<file path="src/rtl/eauc_pkg.sv">
// eauc_pkg: shared constants and types for the encoder ui control block
// no dependencies; used by the controller, datapath and top level
package eauc_pkg;

	// number of display modes the first switch cycles through
	localparam int NumModes = 4;
	localparam logic [4:0] ModeLast = 5'(NumModes - 1);

	// configuration port geometry
	localparam int CfgIdxW  = 3;
	localparam int CfgDataW = 16;

	// configuration register indexes
	typedef enum logic [CfgIdxW-1:0] {
		REG_MIN_BRIGHT   = 3'd0,
		REG_MAX_BRIGHT   = 3'd1,
		REG_LIGHT_LOW    = 3'd2,
		REG_LIGHT_HIGH   = 3'd3,
		REG_START_BRIGHT = 3'd4,
		REG_START_HUE    = 3'd5,
		REG_START_MODE   = 3'd6,
		REG_START_TEXT   = 3'd7
	} cfg_reg_t;

	// reset values of configuration and state
	localparam logic [7:0]  MinBrightRst   = 8'd0;
	localparam logic [7:0]  MaxBrightRst   = 8'd255;
	localparam logic [11:0] LightLowRst    = 12'd500;
	localparam logic [11:0] LightHighRst   = 12'd1500;
	localparam logic [7:0]  StartBrightRst = 8'd128;
	localparam logic [15:0] StartHueRst    = 16'd0;
	localparam logic [1:0]  StartModeRst   = 2'd0;
	localparam logic        StartTextRst   = 1'b0;

	// commands from controller to datapath
	typedef struct packed {
		logic load;    // capture the accepted item
		logic mul;     // form both squares
		logic mac;     // form cube and brightness sum
		logic commit;  // update the state registers
	} eauc_cmd_t;

endpackage

</file>
<file path="src/rtl/eauc_in_if.sv">
// eauc_in_if: input channel carrying one poll tick item
// depends on nothing
interface eauc_in_if;
	logic              valid;
	logic              ready;
	logic              mode_press;
	logic              text_press;
	logic signed [5:0] bright_detents;
	logic signed [5:0] hue_detents;
	logic [11:0]       light_level;

	modport source (
		output valid, mode_press, text_press, bright_detents, hue_detents, light_level,
		input  ready
	);
	modport sink (
		input  valid, mode_press, text_press, bright_detents, hue_detents, light_level,
		output ready
	);
endinterface

</file>
<file path="src/rtl/eauc_out_if.sv">
// eauc_out_if: output channel carrying one updated ui state item
// depends on nothing
interface eauc_out_if;
	logic        valid;
	logic        ready;
	logic [7:0]  brightness_out;
	logic [15:0] hue_out;
	logic [1:0]  display_mode_out;
	logic        text_mode_out;
	logic        panel_enable_out;

	modport source (
		output valid, brightness_out, hue_out, display_mode_out, text_mode_out,
		output panel_enable_out,
		input  ready
	);
	modport sink (
		input  valid, brightness_out, hue_out, display_mode_out, text_mode_out,
		input  panel_enable_out,
		output ready
	);
endinterface

</file>
<file path="src/rtl/encoder_accel_ui_control.sv">
// encoder_accel_ui_control: rotary encoder ui controller with light latch
// an accepted item steps through square, cube and sum, and commit before its result is valid
// the sequencer takes no new item until the current one has been committed
// a result not yet taken holds the commit step, and no new item is taken meanwhile
// reset: arst_n clears control, loads configuration defaults and start state, panel on
// depends on eauc_pkg, eauc_in_if, eauc_out_if, eauc_ctrl, eauc_dp
module encoder_accel_ui_control (
	input  logic                          clk,
	input  logic                          arst_n,
	eauc_in_if.sink                       in_ch,
	eauc_out_if.source                    out_ch,
	input  logic                          cfg_we,
	input  logic [eauc_pkg::CfgIdxW-1:0]  cfg_index,
	input  logic [eauc_pkg::CfgDataW-1:0] cfg_data
);

	eauc_pkg::eauc_cmd_t cmd;

	// sequencer
	eauc_ctrl u_ctrl (
		.clk       (clk),
		.arst_n    (arst_n),
		.in_valid  (in_ch.valid),
		.in_ready  (in_ch.ready),
		.out_ready (out_ch.ready),
		.out_valid (out_ch.valid),
		.cmd       (cmd)
	);

	// datapath
	eauc_dp u_dp (
		.clk              (clk),
		.arst_n           (arst_n),
		.cmd              (cmd),
		.cfg_we           (cfg_we),
		.cfg_index        (cfg_index),
		.cfg_data         (cfg_data),
		.mode_press       (in_ch.mode_press),
		.text_press       (in_ch.text_press),
		.bright_detents   (in_ch.bright_detents),
		.hue_detents      (in_ch.hue_detents),
		.light_level      (in_ch.light_level),
		.brightness_out   (out_ch.brightness_out),
		.hue_out          (out_ch.hue_out),
		.display_mode_out (out_ch.display_mode_out),
		.text_mode_out    (out_ch.text_mode_out),
		.panel_enable_out (out_ch.panel_enable_out)
	);

endmodule

</file>
<file path="src/rtl/eauc_ctrl.sv">
// eauc_ctrl: sequencer stepping one item through the datapath
// depends on eauc_pkg
module eauc_ctrl (
	input  logic                clk,
	input  logic                arst_n,
	input  logic                in_valid,
	output logic                in_ready,
	input  logic                out_ready,
	output logic                out_valid,
	output eauc_pkg::eauc_cmd_t cmd
);

	typedef enum logic [1:0] {
		ST_IDLE,
		ST_MUL,
		ST_MAC,
		ST_UPD
	} state_t;

	state_t state_q;
	logic   out_valid_q;
	logic   out_free;

	assign in_ready  = (state_q == ST_IDLE);
	assign out_valid = out_valid_q;
	assign out_free  = !out_valid_q || out_ready;

	// command decode
	always_comb begin
		cmd        = '0;
		cmd.load   = (state_q == ST_IDLE) && in_valid;
		cmd.mul    = (state_q == ST_MUL);
		cmd.mac    = (state_q == ST_MAC);
		cmd.commit = (state_q == ST_UPD) && out_free;
	end

	// state and output valid
	always_ff @(posedge clk or negedge arst_n) begin
		if (!arst_n) begin
			state_q     <= ST_IDLE;
			out_valid_q <= 1'b0;
		end else begin
			// set on commit, cleared once the result is taken
			if ((state_q == ST_UPD) && out_free) begin
				out_valid_q <= 1'b1;
			end else if (out_ready) begin
				out_valid_q <= 1'b0;
			end
			case (state_q)
				ST_IDLE: begin
					if (in_valid) begin
						state_q <= ST_MUL;
					end
				end
				ST_MUL: state_q <= ST_MAC;
				ST_MAC: state_q <= ST_UPD;
				ST_UPD: begin
					// hold until the previous result has been taken
					if (out_free) begin
						state_q <= ST_IDLE;
					end
				end
				default: state_q <= ST_IDLE;
			endcase
		end
	end

endmodule

</file>
<file path="src/rtl/eauc_dp.sv">
// eauc_dp: configuration registers, ui state and arithmetic datapath
// depends on eauc_pkg
module eauc_dp (
	input  logic                                 clk,
	input  logic                                 arst_n,
	input  eauc_pkg::eauc_cmd_t                  cmd,
	input  logic                                 cfg_we,
	input  logic [eauc_pkg::CfgIdxW-1:0]         cfg_index,
	input  logic [eauc_pkg::CfgDataW-1:0]        cfg_data,
	input  logic                                 mode_press,
	input  logic                                 text_press,
	input  logic signed [5:0]                    bright_detents,
	input  logic signed [5:0]                    hue_detents,
	input  logic [11:0]                          light_level,
	output logic [7:0]                           brightness_out,
	output logic [15:0]                          hue_out,
	output logic [1:0]                           display_mode_out,
	output logic                                 text_mode_out,
	output logic                                 panel_enable_out
);

	// configuration
	logic [7:0]  min_bright_q, max_bright_q;
	logic [11:0] light_low_q, light_high_q;

	// ui state
	logic [7:0]  bright_q;
	logic [15:0] hue_q;
	logic [1:0]  mode_q;
	logic        text_q;
	logic        panel_q;

	// captured item
	logic        mode_press_q, text_press_q;
	logic        neg1_q, neg2_q;
	logic [4:0]  mag1_q, mag2_q;
	logic [11:0] light_q;

	// products, the cube kept modulo 8192 since only its low bits reach the hue
	logic [9:0]         sq1_q, sq2_q;
	logic [12:0]        cube_q;
	logic signed [11:0] bsum_q;

	// detent saturation and magnitude
	logic [4:0]  mag1_d, mag2_d;
	logic [5:0]  abs1, abs2;

	assign abs1   = bright_detents[5] ? 6'(-bright_detents) : bright_detents;
	assign abs2   = hue_detents[5] ? 6'(-hue_detents) : hue_detents;
	// a count of -32 saturates to -31
	assign mag1_d = abs1[5] ? 5'd31 : abs1[4:0];
	assign mag2_d = abs2[5] ? 5'd31 : abs2[4:0];

	// next-state logic
	logic signed [11:0] sq1_s;
	logic [7:0]         bright_d;
	logic [15:0]        cube8;
	logic [1:0]         mode_d;
	logic               panel_d;

	assign sq1_s = $signed({2'b00, sq1_q});
	assign cube8 = {cube_q, 3'b000};

	always_comb begin
		if (bsum_q < $signed({4'b0000, min_bright_q})) begin
			bright_d = min_bright_q;
		end else if (bsum_q > $signed({4'b0000, max_bright_q})) begin
			bright_d = max_bright_q;
		end else begin
			bright_d = bsum_q[7:0];
		end
	end

	always_comb begin
		mode_d = mode_q;
		if (mode_press_q) begin
			if ({3'b000, mode_q} >= eauc_pkg::ModeLast) begin
				mode_d = 2'd0;
			end else begin
				mode_d = mode_q + 2'd1;
			end
		end
	end

	// hysteresis latch, low threshold wins
	always_comb begin
		panel_d = panel_q;
		if (light_q < light_low_q) begin
			panel_d = 1'b0;
		end else if (light_q > light_high_q) begin
			panel_d = 1'b1;
		end
	end

	// item capture and product pipeline
	always_ff @(posedge clk) begin
		if (cmd.load) begin
			mode_press_q <= mode_press;
			text_press_q <= text_press;
			neg1_q       <= bright_detents[5];
			neg2_q       <= hue_detents[5];
			mag1_q       <= mag1_d;
			mag2_q       <= mag2_d;
			light_q      <= light_level;
		end
		if (cmd.mul) begin
			sq1_q <= mag1_q * mag1_q;
			sq2_q <= mag2_q * mag2_q;
		end
		if (cmd.mac) begin
			cube_q <= 13'(sq2_q * 13'(mag2_q));
			bsum_q <= neg1_q ? $signed({4'b0000, bright_q}) - sq1_s
			                 : $signed({4'b0000, bright_q}) + sq1_s;
		end
	end

	// configuration and state registers
	always_ff @(posedge clk or negedge arst_n) begin
		if (!arst_n) begin
			min_bright_q <= eauc_pkg::MinBrightRst;
			max_bright_q <= eauc_pkg::MaxBrightRst;
			light_low_q  <= eauc_pkg::LightLowRst;
			light_high_q <= eauc_pkg::LightHighRst;
			bright_q     <= eauc_pkg::StartBrightRst;
			hue_q        <= eauc_pkg::StartHueRst;
			mode_q       <= eauc_pkg::StartModeRst;
			text_q       <= eauc_pkg::StartTextRst;
			panel_q      <= 1'b1;
		end else begin
			if (cmd.commit) begin
				bright_q <= bright_d;
				hue_q    <= neg2_q ? hue_q - cube8 : hue_q + cube8;
				mode_q   <= mode_d;
				text_q   <= text_q ^ text_press_q;
				panel_q  <= panel_d;
			end
			if (cfg_we) begin
				case (eauc_pkg::cfg_reg_t'(cfg_index))
					eauc_pkg::REG_MIN_BRIGHT:   min_bright_q <= cfg_data[7:0];
					eauc_pkg::REG_MAX_BRIGHT:   max_bright_q <= cfg_data[7:0];
					eauc_pkg::REG_LIGHT_LOW:    light_low_q  <= cfg_data[11:0];
					eauc_pkg::REG_LIGHT_HIGH:   light_high_q <= cfg_data[11:0];
					eauc_pkg::REG_START_BRIGHT: bright_q     <= cfg_data[7:0];
					eauc_pkg::REG_START_HUE:    hue_q        <= cfg_data[15:0];
					eauc_pkg::REG_START_MODE:   mode_q       <= cfg_data[1:0];
					eauc_pkg::REG_START_TEXT:   text_q       <= cfg_data[0];
					default: ;
				endcase
			end
		end
	end

	assign brightness_out   = bright_q;
	assign hue_out          = hue_q;
	assign display_mode_out = mode_q;
	assign text_mode_out    = text_q;
	assign panel_enable_out = panel_q;

endmodule

</file>
<file path="src/flat_wrapper.sv">
// flat-port wrapper written by rule: the top's interface ports become plain ports
module encoder_accel_ui_control_flat 
  (clk, arst_n, cfg_we, cfg_index, cfg_data, in_ch_valid, in_ch_mode_press, in_ch_text_press, in_ch_bright_detents, in_ch_hue_detents, in_ch_light_level, in_ch_ready, out_ch_valid, out_ch_brightness_out, out_ch_hue_out, out_ch_display_mode_out, out_ch_text_mode_out, out_ch_panel_enable_out, out_ch_ready);
  eauc_in_if in_ch_i ();
  eauc_out_if out_ch_i ();
  input  logic clk;
  input  logic arst_n;
  input  logic cfg_we;
  input  logic [eauc_pkg::CfgIdxW-1:0] cfg_index;
  input  logic [eauc_pkg::CfgDataW-1:0] cfg_data;
  input wire logic [$bits(in_ch_i.valid)-1:0] in_ch_valid;
  input wire logic [$bits(in_ch_i.mode_press)-1:0] in_ch_mode_press;
  input wire logic [$bits(in_ch_i.text_press)-1:0] in_ch_text_press;
  input wire logic [$bits(in_ch_i.bright_detents)-1:0] in_ch_bright_detents;
  input wire logic [$bits(in_ch_i.hue_detents)-1:0] in_ch_hue_detents;
  input wire logic [$bits(in_ch_i.light_level)-1:0] in_ch_light_level;
  output wire logic [$bits(in_ch_i.ready)-1:0] in_ch_ready;
  output wire logic [$bits(out_ch_i.valid)-1:0] out_ch_valid;
  output wire logic [$bits(out_ch_i.brightness_out)-1:0] out_ch_brightness_out;
  output wire logic [$bits(out_ch_i.hue_out)-1:0] out_ch_hue_out;
  output wire logic [$bits(out_ch_i.display_mode_out)-1:0] out_ch_display_mode_out;
  output wire logic [$bits(out_ch_i.text_mode_out)-1:0] out_ch_text_mode_out;
  output wire logic [$bits(out_ch_i.panel_enable_out)-1:0] out_ch_panel_enable_out;
  input wire logic [$bits(out_ch_i.ready)-1:0] out_ch_ready;
  assign in_ch_i.valid = in_ch_valid;
  assign in_ch_i.mode_press = in_ch_mode_press;
  assign in_ch_i.text_press = in_ch_text_press;
  assign in_ch_i.bright_detents = in_ch_bright_detents;
  assign in_ch_i.hue_detents = in_ch_hue_detents;
  assign in_ch_i.light_level = in_ch_light_level;
  assign in_ch_ready = in_ch_i.ready;
  assign out_ch_valid = out_ch_i.valid;
  assign out_ch_brightness_out = out_ch_i.brightness_out;
  assign out_ch_hue_out = out_ch_i.hue_out;
  assign out_ch_display_mode_out = out_ch_i.display_mode_out;
  assign out_ch_text_mode_out = out_ch_i.text_mode_out;
  assign out_ch_panel_enable_out = out_ch_i.panel_enable_out;
  assign out_ch_i.ready = out_ch_ready;
  encoder_accel_ui_control u_core (.clk(clk), .arst_n(arst_n), .in_ch(in_ch_i), .out_ch(out_ch_i), .cfg_we(cfg_we), .cfg_index(cfg_index), .cfg_data(cfg_data));
endmodule
</file>
<file path="config.mk">
export PLATFORM = sky130hd
export DESIGN_NAME = encoder_accel_ui_control_flat
export DESIGN_NICKNAME = d
export VERILOG_FILES = /design/src/rtl/eauc_pkg.sv /design/src/rtl/eauc_in_if.sv /design/src/rtl/eauc_out_if.sv /design/src/rtl/encoder_accel_ui_control.sv /design/src/rtl/eauc_ctrl.sv /design/src/rtl/eauc_dp.sv /design/src/flat_wrapper.sv
export SDC_FILE = /design/constraint.sdc
export NUM_CORES = 1
export LEC_CHECK = 0
export BUFFER_PORTS_ARGS = -buffer_cell sky130_fd_sc_hd__clkbuf_2
export CORE_ASPECT_RATIO = 0.75
export CORE_MARGIN = 3
export CORE_UTILIZATION = 60
export DETAILED_ROUTE_END_ITERATION = 8
export GPL_TIMING_DRIVEN = 1
export PLACE_DENSITY_LB_ADDON = 0.2
export SYNTH_ARGS = -nofsm -noshare
export SYNTH_HDL_FRONTEND = slang
export SYNTH_SLANG_ARGS = --single-unit
</file>
<file path="constraint.sdc">
create_clock -name clk -period 5.4 [get_ports clk]
set_clock_uncertainty 0.2 [all_clocks]
set_input_delay 1.08 -clock clk [delete_from_list [all_inputs] [get_ports clk]]
set_output_delay 1.08 -clock clk [all_outputs]
set_load 0.01 [all_outputs]
</file>
Word-level counts from Yosys, hierarchy flattened
Cells that the tools add are included.
{"block": "classes", "add_sub_neg": 7, "n_mul": 3, "magnitude_cmp": 5, "n_eq_ne": 12, "n_mux": 27, "bitwise": 1, "n_reduce_logical": 14}
{"op": "2-to-1 mux 16 bit", "n": 4}
{"op": "2-to-1 mux 8 bit", "n": 5}
{"op": "multiplier 5 x 5 -> 10 bit", "n": 2}
{"op": "adder 16 bit", "n": 1}
{"op": "subtractor 16 bit", "n": 1}
{"op": "2-to-1 mux 2 bit", "n": 7}
{"op": "multiplier 10 x 5 -> 13 bit", "n": 1}
{"op": "== test 3 bit, second input constant", "n": 4}
{"op": "> comparator 12 bit", "n": 1}
{"op": "> comparator 12 x 9 -> 1 bit", "n": 1}
{"op": "< comparator 12 bit", "n": 1}
{"op": "< comparator 12 x 9 -> 1 bit", "n": 1}
{"op": "2-to-1 mux 12 bit", "n": 1}
{"op": "2-to-1 mux 6 bit", "n": 2}
{"op": "negation 6 bit", "n": 2}
{"op": "AND reduction 2 bit", "n": 6}
{"op": "adder 8 x 10 -> 11 bit", "n": 1}
{"op": "subtractor 8 x 10 -> 11 bit", "n": 1}
{"op": "one-hot mux 2 bit (4 select lines)", "n": 1}
{"op": "2-to-1 mux 1 bit", "n": 7}
{"op": "== test 3 x 2 -> 1 bit, second input constant", "n": 2}
{"op": "== test 2 bit, second input constant", "n": 2}
{"op": "inequality test 2 bit, second input constant", "n": 2}
{"op": "nonzero test 2 bit", "n": 2}
{"op": "10 further kinds", "n": 11}
{"block": "word_totals", "regBits": 142, "input_bits": 50, "output_inout_bits": 30, "elab_cells": 91}

Logic depth before layout (Yosys ltp)
Gate-level depths: netlist of run 1.
{"block": "depth", "depth_word": 6, "ltp_mapped": 14, "ltp_nobuf": 13}

Modules after synthesis
From an unflattened synthesis of run 1, not the netlist that was laid out.
{"block": "hier_totals", "hier_cells": 1013, "hier_area_um2": 9955.8}
{"mod": "eauc_dp", "instances": 1, "cells_per_inst": 995, "area_each_um2": 9750.6}
{"mod": "eauc_ctrl", "instances": 1, "cells_per_inst": 18, "area_each_um2": 205.2}

Worst setup path after synthesis of run 1
Ideal clock, no wire load.
{"block": "synth_timing", "kind": "reg-to-reg", "from": "register u_core.u_dp.mag2_q[3]", "to": "register u_core.u_dp.cube_q[12] (data pin)", "setup_ns": 0.261, "arrival_ns": 3.675, "required_time_ns": 4.939, "setup_slack_ns": 1.264, "stages_incl_launch_ff": 14, "cell_sequence": "edfxtp_1 -> clkbuf_1 -> and2_1 -> fa_1 -> fa_1 -> inv_1 -> fa_1 -> inv_1 -> ha_1 -> a211oi_1 -> nor2_1 -> o41ai_1 -> o21ai_0 -> xnor2_1"}
{"block": "synth_between", "elab_chain_len": 1}
{"item": "start, declared", "line": "eauc_dp.sv:36", "source": "logic [4:0] mag1_q, mag2_q;"}
{"item": "start signal, assigned", "line": "eauc_dp.sv:103", "source": "mag2_q <= mag2_d;"}
{"item": "multiplier 10 x 5 -> 13 bit", "line": "eauc_dp.sv:111", "source": "cube_q <= 13'(sq2_q * 13'(mag2_q));"}
{"item": "end signal, assigned", "line": "eauc_dp.sv:111"}
{"item": "end, declared", "line": "eauc_dp.sv:41", "source": "logic [12:0] cube_q;"}
Every way passes these cells.
A chain may end at the register's enable or synchronous reset.

Final worst setup path of run 1
Ends and elaborated chain as after synthesis.

==> out/results.ini, run 1 <==
[setup_path]
worst_r2r_endpoint = u_core.u_dp.cube_q[12]
startpoint = u_core.u_dp.mag2_q[3]
rr_startpoint = u_core.u_dp.mag2_q[3]
worst-setup-path-type = register to register
critPathCapture = u_core.u_dp.cube_q[12]
crit_fanout = 16
critPathRequiredTime_ns = 5.37
start_kind = register
r2r_cells = 12
critPathCaptureType = register
rrSetupSlack_ns = 1.05
cp.arrival_ns = 4.32

[drt]
drc = 0
firstDrtPassIters = 5
wl_mm = 21.8
drt-initial-drc-count = 540
ant_nets = 0
vias = 7494
post_drt_via_cell_ratio = 5.72
post_drt_wl_per_cell_um = 16.6

[global_route]
grt_pass1_wl_mm = 36.5
grt-ovfl-total = 0
grtUsageTotal_pct = 24.6
grt_max_degree = 40
antenna_found_initial = 0
grt_pass1_vias = 7344

[clock_tree]
ctsResizeCount = 0
hold_buffers = 0
cts_tree = built
cts_max_path_buffers = 2
clock_latency_ns = 0.43
numCtsBuffers = 17
post-cts-setup-buffers = 0
root_buffer = clkbuf_16
cts_max_level = 4
cts_sinks = 140
path_clk_slew_ns = 0.07

[floorplan]
rows = 40
io_pins = 80
initial_core_util_pct = 61.9
die_x_um = 155
core_area_mm2 = 0.0162
dieArea_mm2 = 0.0183
die_h_um = 118

[hold_path]
min_path_type = register to register

[layout]
drive_gt1_share_pct = 16.3
n_antenna_cell = 0
final_cells = 1311
nets = 1279
area_growth_pct = 12.4
final_util_pct = 69.6

[pwr]
p_leak_nw = 5.13
power_density_mw_per_mm2 = 631
irDropWorstVdd_mv = 0.372
finalPower_mw = 7.12

[sta]
relSlewSlack_pct = 20.2
max_slew.worst_pin.slew_ns = 1.20
final-setup-viol-count = 0
rsz0062_at_grt = no
finalCritPeriodShare_pct = 80.5
max_freq_mhz = 230
final-max-slew-violation-count = 0
final.setup.tns_ns = 0
fin_crit_ns = 4.35
finalHoldViolCount = 0

[yosys]
synth_warnings = 0
syn-instance-count = 1001
avgSynthCellArea_um2 = 10.0
async_flop_share_pct = 50.7
synth-main-ff-cell = edfxtp_1
ys_ff_latch = 140
synth_edf_count = 69
ys_types = 68
syn-cell-area_mm2 = 0.0100
ys_seq_area_share_pct = 38.6

[placed_design]
gp_congestion = 0.858
dp_hpwl_mm = 16.4
port_buffers = 79
dp_cells = 1279

[flow_run]
drv_cap = 0

[status]
status = completed

-- critical path: stages, from the launching register on --
cell and delay (ns):
edfxtp_1 0.60, and2_1 0.26, fa_1 0.49, fa_1 0.55, inv_1 0.05, fa_1 0.52, inv_1 0.04, ha_1 0.34
a211oi_1 0.22, nor2_1 0.10, o41ai_1 0.40, o21ai_0 0.19, xnor2_1 0.15
-- how the worst min path moves through the flow --
stage / start / end / slack [ns] / cells after the start
floorplan: u_core.u_dp.min_bright_q[6] / u_core.u_dp.brightness_out[6] / 0.27 / 2
global placement: u_core.u_dp.hue_out[0] / u_core.u_dp.hue_out[0] / 0.27 / 2
detailed placement: u_core.u_dp.hue_out[1] / u_core.u_dp.hue_out[1] / 0.27 / 2
CTS: u_core.u_dp.hue_out[1] / u_core.u_dp.hue_out[1] / 0.29 / 2
global route: u_core.u_dp.hue_out[1] / u_core.u_dp.hue_out[1] / 0.32 / 2
finish: u_core.u_dp.hue_out[1] / u_core.u_dp.hue_out[1] / 0.29 / 2
-- state kept, by name, summed over array words and instances (netlist names), 9 cells and up --
| signal | flops |
|---|---|
| u_core.u_dp.hue_out | 16 |
| u_core.u_dp.cube_q | 13 |
| u_core.u_dp.bsum_q | 12 |
| u_core.u_dp.light_high_q | 12 |
| u_core.u_dp.light_low_q | 12 |
| u_core.u_dp.light_q | 12 |
| u_core.u_dp.sq1_q | 9 |
| u_core.u_dp.sq2_q | 9 |
-- synth_stat cells, types with 15 or more instances --
cell / n / area [um2]
ha_1: 112 / 1400
nand2_1: 107 / 402
inv_1: 106 / 398
edfxtp_1: 69 / 2070
o21ai_0: 57 / 285
a21oi_1: 53 / 265
dfrtp_1: 48 / 1200
nor2_1: 44 / 165
and2_1: 43 / 269
xnor2_1: 30 / 263
fa_1: 29 / 581
dfstp_2: 23 / 604
nor3_1: 21 / 105
nor2b_1: 20 / 125
xor2_1: 17 / 149
clkbuf_1: 16 / 60.1
a21o_1: 15 / 113
mux2_2: 15 / 169
-- layer usage --
layer | vias to the layer above | global-route usage, % | share of wire (%)
li1 | 3707 | - | -
met4 | 0 | 5.63 | 1.2
met3 | 26 | 5.95 | 5.8
met1 | 3564 | 35.2 | 48
met5 | - | 0 | 0
met2 | 197 | 38.0 | 45
-- layout by cell type, fill, tap and decap left out, types with 8 or more instances in the layout --
cell       Yosys  routed
o21bai_1       8       8
dfstp_2       23      23
a22oi_1       10      10
and2_1        43      43
nor2b_1       20      20
a211oi_1       9       9
dfrtp_1       48      48
o21ai_0       57      57
nand2b_1       8       8
ha_1         112     112
nor2_1        44      44
o21a_1        13      13
fa_1          29      29
nor3_1        21      20
buf_4          1       8
mux2i_1       14      14
xnor2_1       30      30
nand2_1      107     107
inv_1        106     106
mux2_2        15      15
edfxtp_1      69      69
clkbuf_2       0      78
a21o_1        15      15
xor2_1        17      17
clkbuf_16      0      19
a21oi_1       53      53
-- metrics by stage --
step	instance area (um2)	hold WS (ns)	setup WS [ns]
final	11300	0.289	1.05
after global routing	11300	0.315	0.855
after CTS	11300	0.290	1.05
after detailed placement	10700	0.267	1.08
after global placement	10700	0.270	1.09
after floorplan	10000	0.273	1.26
-- layout make-up --
class,instances,area [um2]
multi-input cells,736,5690
fillers,1235,4940
flip-flops and latches,140,3880
clock buffers,20,479
repair buffers,87,455
inverters,106,398
well taps,210,263
clock inverters,12,121
-- where the power goes --
group,switching (mW),total [mW],internal (mW)
registers,0.356,2.08,1.72
clock network,0.488,1.19,0.700
logic,2.13,3.85,1.72
total,2.97,7.12,4.14
-- logic make-up (layout without fill, tap and decap cells) --
| family | count (synthesis) | count (layout) | share of synthesized area, % |
|---|---|---|---|
| simple gates | 290 | 290 | 14.5 |
| compound gates | 225 | 225 | 15.0 |
| fa+ha+maj | 141 | 141 | 19.7 |
| flops | 140 | 140 | 38.6 |
| buf+inv | 127 | 225 | 4.86 |
| xor+xnor | 47 | 47 | 4.10 |
| mux | 29 | 29 | 3.08 |
| other cells | 2 | 4 | 0.0748 |
Note: power is estimated with default switching activity, not from simulation.
==> run 2: changes to the inputs <==
--- a/config.mk
+++ b/config.mk
@@ -5,6 +5,7 @@
 export SDC_FILE = /design/constraint.sdc
 export NUM_CORES = 1
 export LEC_CHECK = 0
+export ABC_AREA = 1
 export BUFFER_PORTS_ARGS = -buffer_cell sky130_fd_sc_hd__clkbuf_2
 export CORE_ASPECT_RATIO = 0.75
 export CORE_MARGIN = 3
==> constraint.sdc (replaced) <==
create_clock -name clk -period 4.55 [get_ports clk]
set_clock_uncertainty 0.2 [all_clocks]
set_input_delay 0.91 -clock clk [delete_from_list [all_inputs] [get_ports clk]]
set_output_delay 0.91 -clock clk [all_outputs]
set_load 0.01 [all_outputs]
==> run 2 against run 1 <==
Effect of this change: total power increased by 25%; combinational power increased by 31%; first-iteration DRC count increased by 22%; wire length increased by 5.9%; setup slack got worse by 0.72 ns; sequential share of layout area decreased by 0.82 points; sequential power increased by 19%; critical endpoint is now u_core.u_dp.cube_q[10].
==> out/results.ini, run 2 <==
[setup_path]
worst-setup-path-type = register to register
critPathSlowestCell = edfxtp_1
cp_num_cells = 17
start_kind = register
path_common_cell = nand2_1
startpoint = u_core.u_dp.mag2_q[3]
crit_family = adder cells
crit_fanout = 16
path_buf_inv = 3
rr_startpoint = u_core.u_dp.mag2_q[3]
r2r_cells = 17
max_stage_delay_ns = 0.68
critPathRequiredTime_ns = 4.54
worstPathCellList = nand2_1 > inv_1 > fa_1 > fa_1 > inv_1 > fa_1 > inv_1 > ha_1 > a21o_1 > nand3_1 > nand2_1 > a21oi_1 > nor2_1 > o21ai_1 > nand2_1 > nand2_1 > nand2_1
critPathCaptureType = register
cp.arrival_ns = 4.21

[sta]
final-max-slew-violation-count = 0
final.setup.tns_ns = 0
final-setup-viol-count = 0
finalHoldViolCount = 0
relSlewSlack_pct = 19.9
finalCritPeriodShare_pct = 92.7
max_slew.worst_pin.slew_ns = 1.20
rsz0062_at_grt = no
max_freq_mhz = 237
fin_crit_ns = 4.22

[drt]
post_drt_wl_per_cell_um = 14.8
drc = 0
ant_nets = 0
vias = 8524
post_drt_via_cell_ratio = 5.48
firstDrtPassIters = 5
drt-initial-drc-count = 661
wl_mm = 23.1

[clock_tree]
cts_sinks = 140
cts_max_path_buffers = 2
ctsResizeCount = 0
cts_tree = built
clock_latency_ns = 0.44
root_buffer = clkbuf_16
hold_buffers = 0
cts_max_level = 4
numCtsBuffers = 17
path_clk_slew_ns = 0.07
post-cts-setup-buffers = 0

[layout]
layout_commonest_cell = nand2_1
area_growth_pct = 11.4
nets = 1524
largest_reg_flops = 16
fillCellCount = 1306
drive_gt1_share_pct = 13.1
most-common-layout-cells = nand2_1 (265), inv_1 (212), ha_1 (112), a21oi_1 (98), clkbuf_2 (78)
final_cells = 1556
n_antenna_cell = 0

[floorplan]
die_h_um = 120
initial_core_util_pct = 63.0
io_pins = 80
rows = 40
core_area_mm2 = 0.0165
die_x_um = 158
dieArea_mm2 = 0.0189

[global_route]
grt_max_degree = 46
grtUsageTotal_pct = 25.6
antenna_found_initial = 0
grt_pass1_wl_mm = 38.8
grt_pass1_vias = 8160
grt-ovfl-total = 0

[flow_run]
drv_cap = 0

[yosys]
ys_seq_area_share_pct = 37.4
async_flop_share_pct = 50.7
synth-main-ff-cell = edfxtp_1
avgSynthCellArea_um2 = 8.30
yosysTopAreaCell = edfxtp_1
synth_warnings = 0
ys_types = 50
syn-instance-count = 1249
ys_ff_latch = 140
yosys-top-cells-count = nand2_1 (265), inv_1 (212), ha_1 (112), a21oi_1 (98), nor2_1 (73)
yosysMostFrequentCell = nand2_1
synth_edf_count = 69
synth_top_area_share_pct = 20.0
syn-cell-area_mm2 = 0.0104
netlist_top_cells_area = edfxtp_1 (20%), ha_1 (14%), dfrtp_1 (12%)

[hold_path]
hold_depth = 2
min-delay-start = u_core.u_dp.light_low_q[2]
min_path_type = register to register

[status]
status = completed

[placed_design]
dp_cells = 1524
port_buffers = 79
gp_congestion = 0.917
dp_hpwl_mm = 17.3

[pwr]
irDropWorstVdd_mv = 0.583
p_int_mw = 4.73
p_sw_mw = 4.16
p_comb_share_pct = 57.0
clock_power_share_pct = 15.3
p_leak_nw = 5.88
switching_share_pct = 46.8
seqPwrFrac_pct = 27.8
power_density_mw_per_mm2 = 769

## run 2: layout make-up
class | instances | area (um2) | share of cell area (%)
Sequential cell | 140 | 3880 | 33.6
Multi-Input combinational cell | 861 | 5550 | 48.0
Clock inverter | 15 | 146 | 1.27
Tap cell | 210 | 263 | 2.27
Timing Repair Buffer | 84 | 433 | 3.75
Inverter | 229 | 860 | 7.44
Clock buffer | 17 | 425 | 3.68
## run 2: final timing paths
path	slack [ns]	endpoint
worst max-delay path	0.33	u_core.u_dp.cube_q[10]
worst min-delay path	0.27	u_core.u_dp.light_low_q[2]
worst max register to register	0.33	u_core.u_dp.cube_q[10]
worst min register to register	0.27	u_core.u_dp.light_low_q[2]
max in group asynchronous	2.84	u_core.u_dp.brightness_out[7]
min in group asynchronous	0.45	u_core.u_dp.hue_out[15]
## run 2: logic make-up (layout without fill, tap and decap cells)
group	count (synthesis)	after routing	share of synthesized area, %
xor gates and xnor gates	50	50	4.22
and+or+nand+nor	437	437	17.7
adders and majority gates	141	141	19.1
DFF	140	140	37.4
other	2	4	0.0724
muxes	1	1	0.0965
buffers and inverters	250	345	9.17
AOI/OAI and AO/OA	228	228	12.2
## run 2: routing by layer
metal	global-route usage [%]	wire, um	up-vias
li1	-	-	4260
met1	35.5	10600	3980
met2	41.5	10800	255
met3	5.05	1340	29
met4	6.45	304	0
met5	0	0	-
## run 2: stage by stage
| step | power [mW] | hold WS [ns] | instance area, um2 | worst slack (ns) | util, % |
|---|---|---|---|---|---|
| 2_1_floorplan | 6.23 | 0.253 | 10400 | 0.451 | - |
| 5_1_grt | 9.74 | 0.293 | 11600 | 0.0980 | 70.2 |
| 3_5_place_dp | 7.43 | 0.265 | 11000 | 0.380 | 66.7 |
| 6_report | 8.89 | 0.272 | 11600 | 0.330 | 70.2 |
| 3_3_place_gp | 7.24 | 0.262 | 11000 | 0.480 | 66.7 |
| 4_1_cts | 8.87 | 0.275 | 11600 | 0.368 | 70.2 |
## run 2: worst reg2reg max path, delay by kind of cell, from the launching register on
family                   cells  cell delay [ns]
adder cells (fa/ha/maj)      4             1.85
flip-flops                   1             0.68
AO/OA/AOI/OAI                3             0.57
AND/OR/NAND/NOR              7             0.49
buffers and inverters        3             0.19
## run 2: power by group through the flow
stage	Combinational [mW]	Sequential (mW)	Clock, mW
floorplan	3.85	2.38	0
global placement	4.78	2.46	0
detailed placement	4.96	2.47	0
CTS	5.04	2.46	1.37
global route	5.79	2.52	1.43
finish	5.06	2.47	1.36
==> run 3: changes to the inputs <==
--- a/config.mk
+++ b/config.mk
@@ -5,11 +5,11 @@
 export SDC_FILE = /design/constraint.sdc
 export NUM_CORES = 1
 export LEC_CHECK = 0
-export ABC_AREA = 1
+export ABC_AREA = 0
 export BUFFER_PORTS_ARGS = -buffer_cell sky130_fd_sc_hd__clkbuf_2
 export CORE_ASPECT_RATIO = 0.75
 export CORE_MARGIN = 3
-export CORE_UTILIZATION = 60
+export CORE_UTILIZATION = 56
 export DETAILED_ROUTE_END_ITERATION = 8
 export GPL_TIMING_DRIVEN = 1
 export PLACE_DENSITY_LB_ADDON = 0.2
==> constraint.sdc (replaced) <==
create_clock -name clk -period 3.85 [get_ports clk]
set_clock_uncertainty 0.2 [all_clocks]
set_input_delay 0.77 -clock clk [delete_from_list [all_inputs] [get_ports clk]]
set_output_delay 0.77 -clock clk [all_outputs]
set_load 0.01 [all_outputs]
==> run 3 against run 2 <==
Effect of this change: die area increased by 3.5%; sequential cell count stayed put; register-to-register slack got worse by 0.24 ns; fmax up 12%; setup slack lost 0.24 ns; sequential share of layout area down 0.61 points; core utilization down 1.7 points; largest cell class unchanged.
==> out/results.ini, run 3 (synthesis gave the netlist of run 1 again) <==
[layout]
drive_gt1_share_pct = 22.1
area_growth_pct = 17.3
most-common-layout-cells = nand2_1 (105), ha_1 (102), inv_1 (99), clkbuf_2 (78), edfxtp_1 (69)
fin_area_mm2 = 0.0118
layout_commonest_cell = nand2_1
nets = 1309
final_cells = 1367
n_antenna_cell = 0
final_util_pct = 68.5
largest_reg_flops = 16

[global_route]
grtUsageTotal_pct = 24.7
grt-ovfl-total = 0
antenna_found_initial = 0
grt_pass1_vias = 7671
grt_max_degree = 36
grt_pass1_wl_mm = 38.6

[placed_design]
place_ws_ns = -0.111
postPlaceCellArea_mm2 = 0.0109
dp_cells = 1326
dp_hpwl_mm = 16.9
gp_congestion = 0.901
port_buffers = 79

[sta]
fin_ws_ns = 0.0874
final-max-slew-violation-count = 0
fin_crit_ns = 3.76
finalCritPeriodShare_pct = 97.7
relSlewSlack_pct = 20.8
rsz0062_at_grt = yes
max_freq_mhz = 266
final.setup.tns_ns = 0
hold_ws_ns = 0.116
finalHoldViolCount = 0
max_slew.worst_pin.slew_ns = 1.19
final-setup-viol-count = 0

[drt]
ant_nets = 0
firstDrtPassIters = 5
vias = 7776
post_drt_via_cell_ratio = 5.69
drc = 0
wl_mm = 23.1
post_drt_wl_per_cell_um = 16.9
drt-initial-drc-count = 572

[floorplan]
io_pins = 80
die_h_um = 122
dieArea_mm2 = 0.0196
initial_core_util_pct = 58.4
rows = 41
core_area_mm2 = 0.0172
die_x_um = 161

[setup_path]
crit_fanout = 3
critPathCaptureType = register
cp.arrival_ns = 3.75
rrSetupSlack_ns = 0.09
start_kind = register
critPathRequiredTime_ns = 3.83
worst-setup-path-type = register to register

[clock_tree]
cts_max_path_buffers = 2
cts_max_level = 4
root_buffer = clkbuf_16
numCtsBuffers = 17
cts_sinks = 140
clock_latency_ns = 0.43
cts_tree = built
path_clk_slew_ns = 0.07

[pwr]
irDropWorstVdd_mv = 0.798
power_density_mw_per_mm2 = 952
p_leak_nw = 5.30
finalPower_mw = 11.2

[status]
status = completed

[flow_run]
drv_cap = 0

[hold_path]
min_path_type = input port to asynchronous set/reset pin

run 3: layout make-up:
cell class	count	area [um2]
Clock buffer	18	439
Clock inverter	14	149
Fill cell	1300	5410
Inverter	106	398
Multi-Input combinational cell	736	5910
Sequential cell	140	3880
Tap cell	236	295
Timing Repair Buffer	117	707
run 3: where the power goes:
group	switching, mW	internal (mW)	total [mW]
Clock	0.715	0.932	1.65
Sequential	0.483	2.42	2.90
Combinational	3.52	3.13	6.65
Total	4.72	6.48	11.2
run 3: layer usage:
layer | vias up | GRT usage, % | part of all wire, %
li1 | 3765 | - | -
met1 | 3768 | 35.8 | 48
met2 | 220 | 38.2 | 45
met3 | 23 | 5.78 | 6.2
met4 | 0 | 4.93 | 0.90
met5 | - | 0 | 0
run 3: repair_timing:
item                                    4_1_cts  5_1_grt
hold buffers                                  0        0
endpoints found under the setup margin        3        6
pin swaps                                    20       16
buffers inserted                              6        3
gates resized for setup                      17       31
run 3: final timing paths:
path | startpoint | to | depth (start not counted)
worst max-delay path | u_core.u_dp.mag2_q[2] | u_core.u_dp.cube_q[10] | 12
worst min-delay path | arst_n | u_core.u_dp.min_bright_q[4] | 1
worst max register to register | u_core.u_dp.mag2_q[2] | u_core.u_dp.cube_q[10] | 12
worst min register to register | u_core.u_dp.hue_out[0] | u_core.u_dp.hue_out[0] | 2
max in group asynchronous | arst_n | u_core.u_dp.light_high_q[7] | 2
min in group clk | u_core.u_dp.hue_out[0] | u_core.u_dp.hue_out[0] | 2
run 3: critical path, stage by stage, from the launching register on:
cell,delay [ns]
edfxtp_1,0.45
and2_4,0.20
fa_1,0.44
fa_1,0.49
inv_1,0.05
fa_1,0.54
inv_2,0.05
ha_4,0.25
a211oi_4,0.25
nor2_2,0.09
o41ai_4,0.28
buf_4,0.17
xnor2_1,0.05
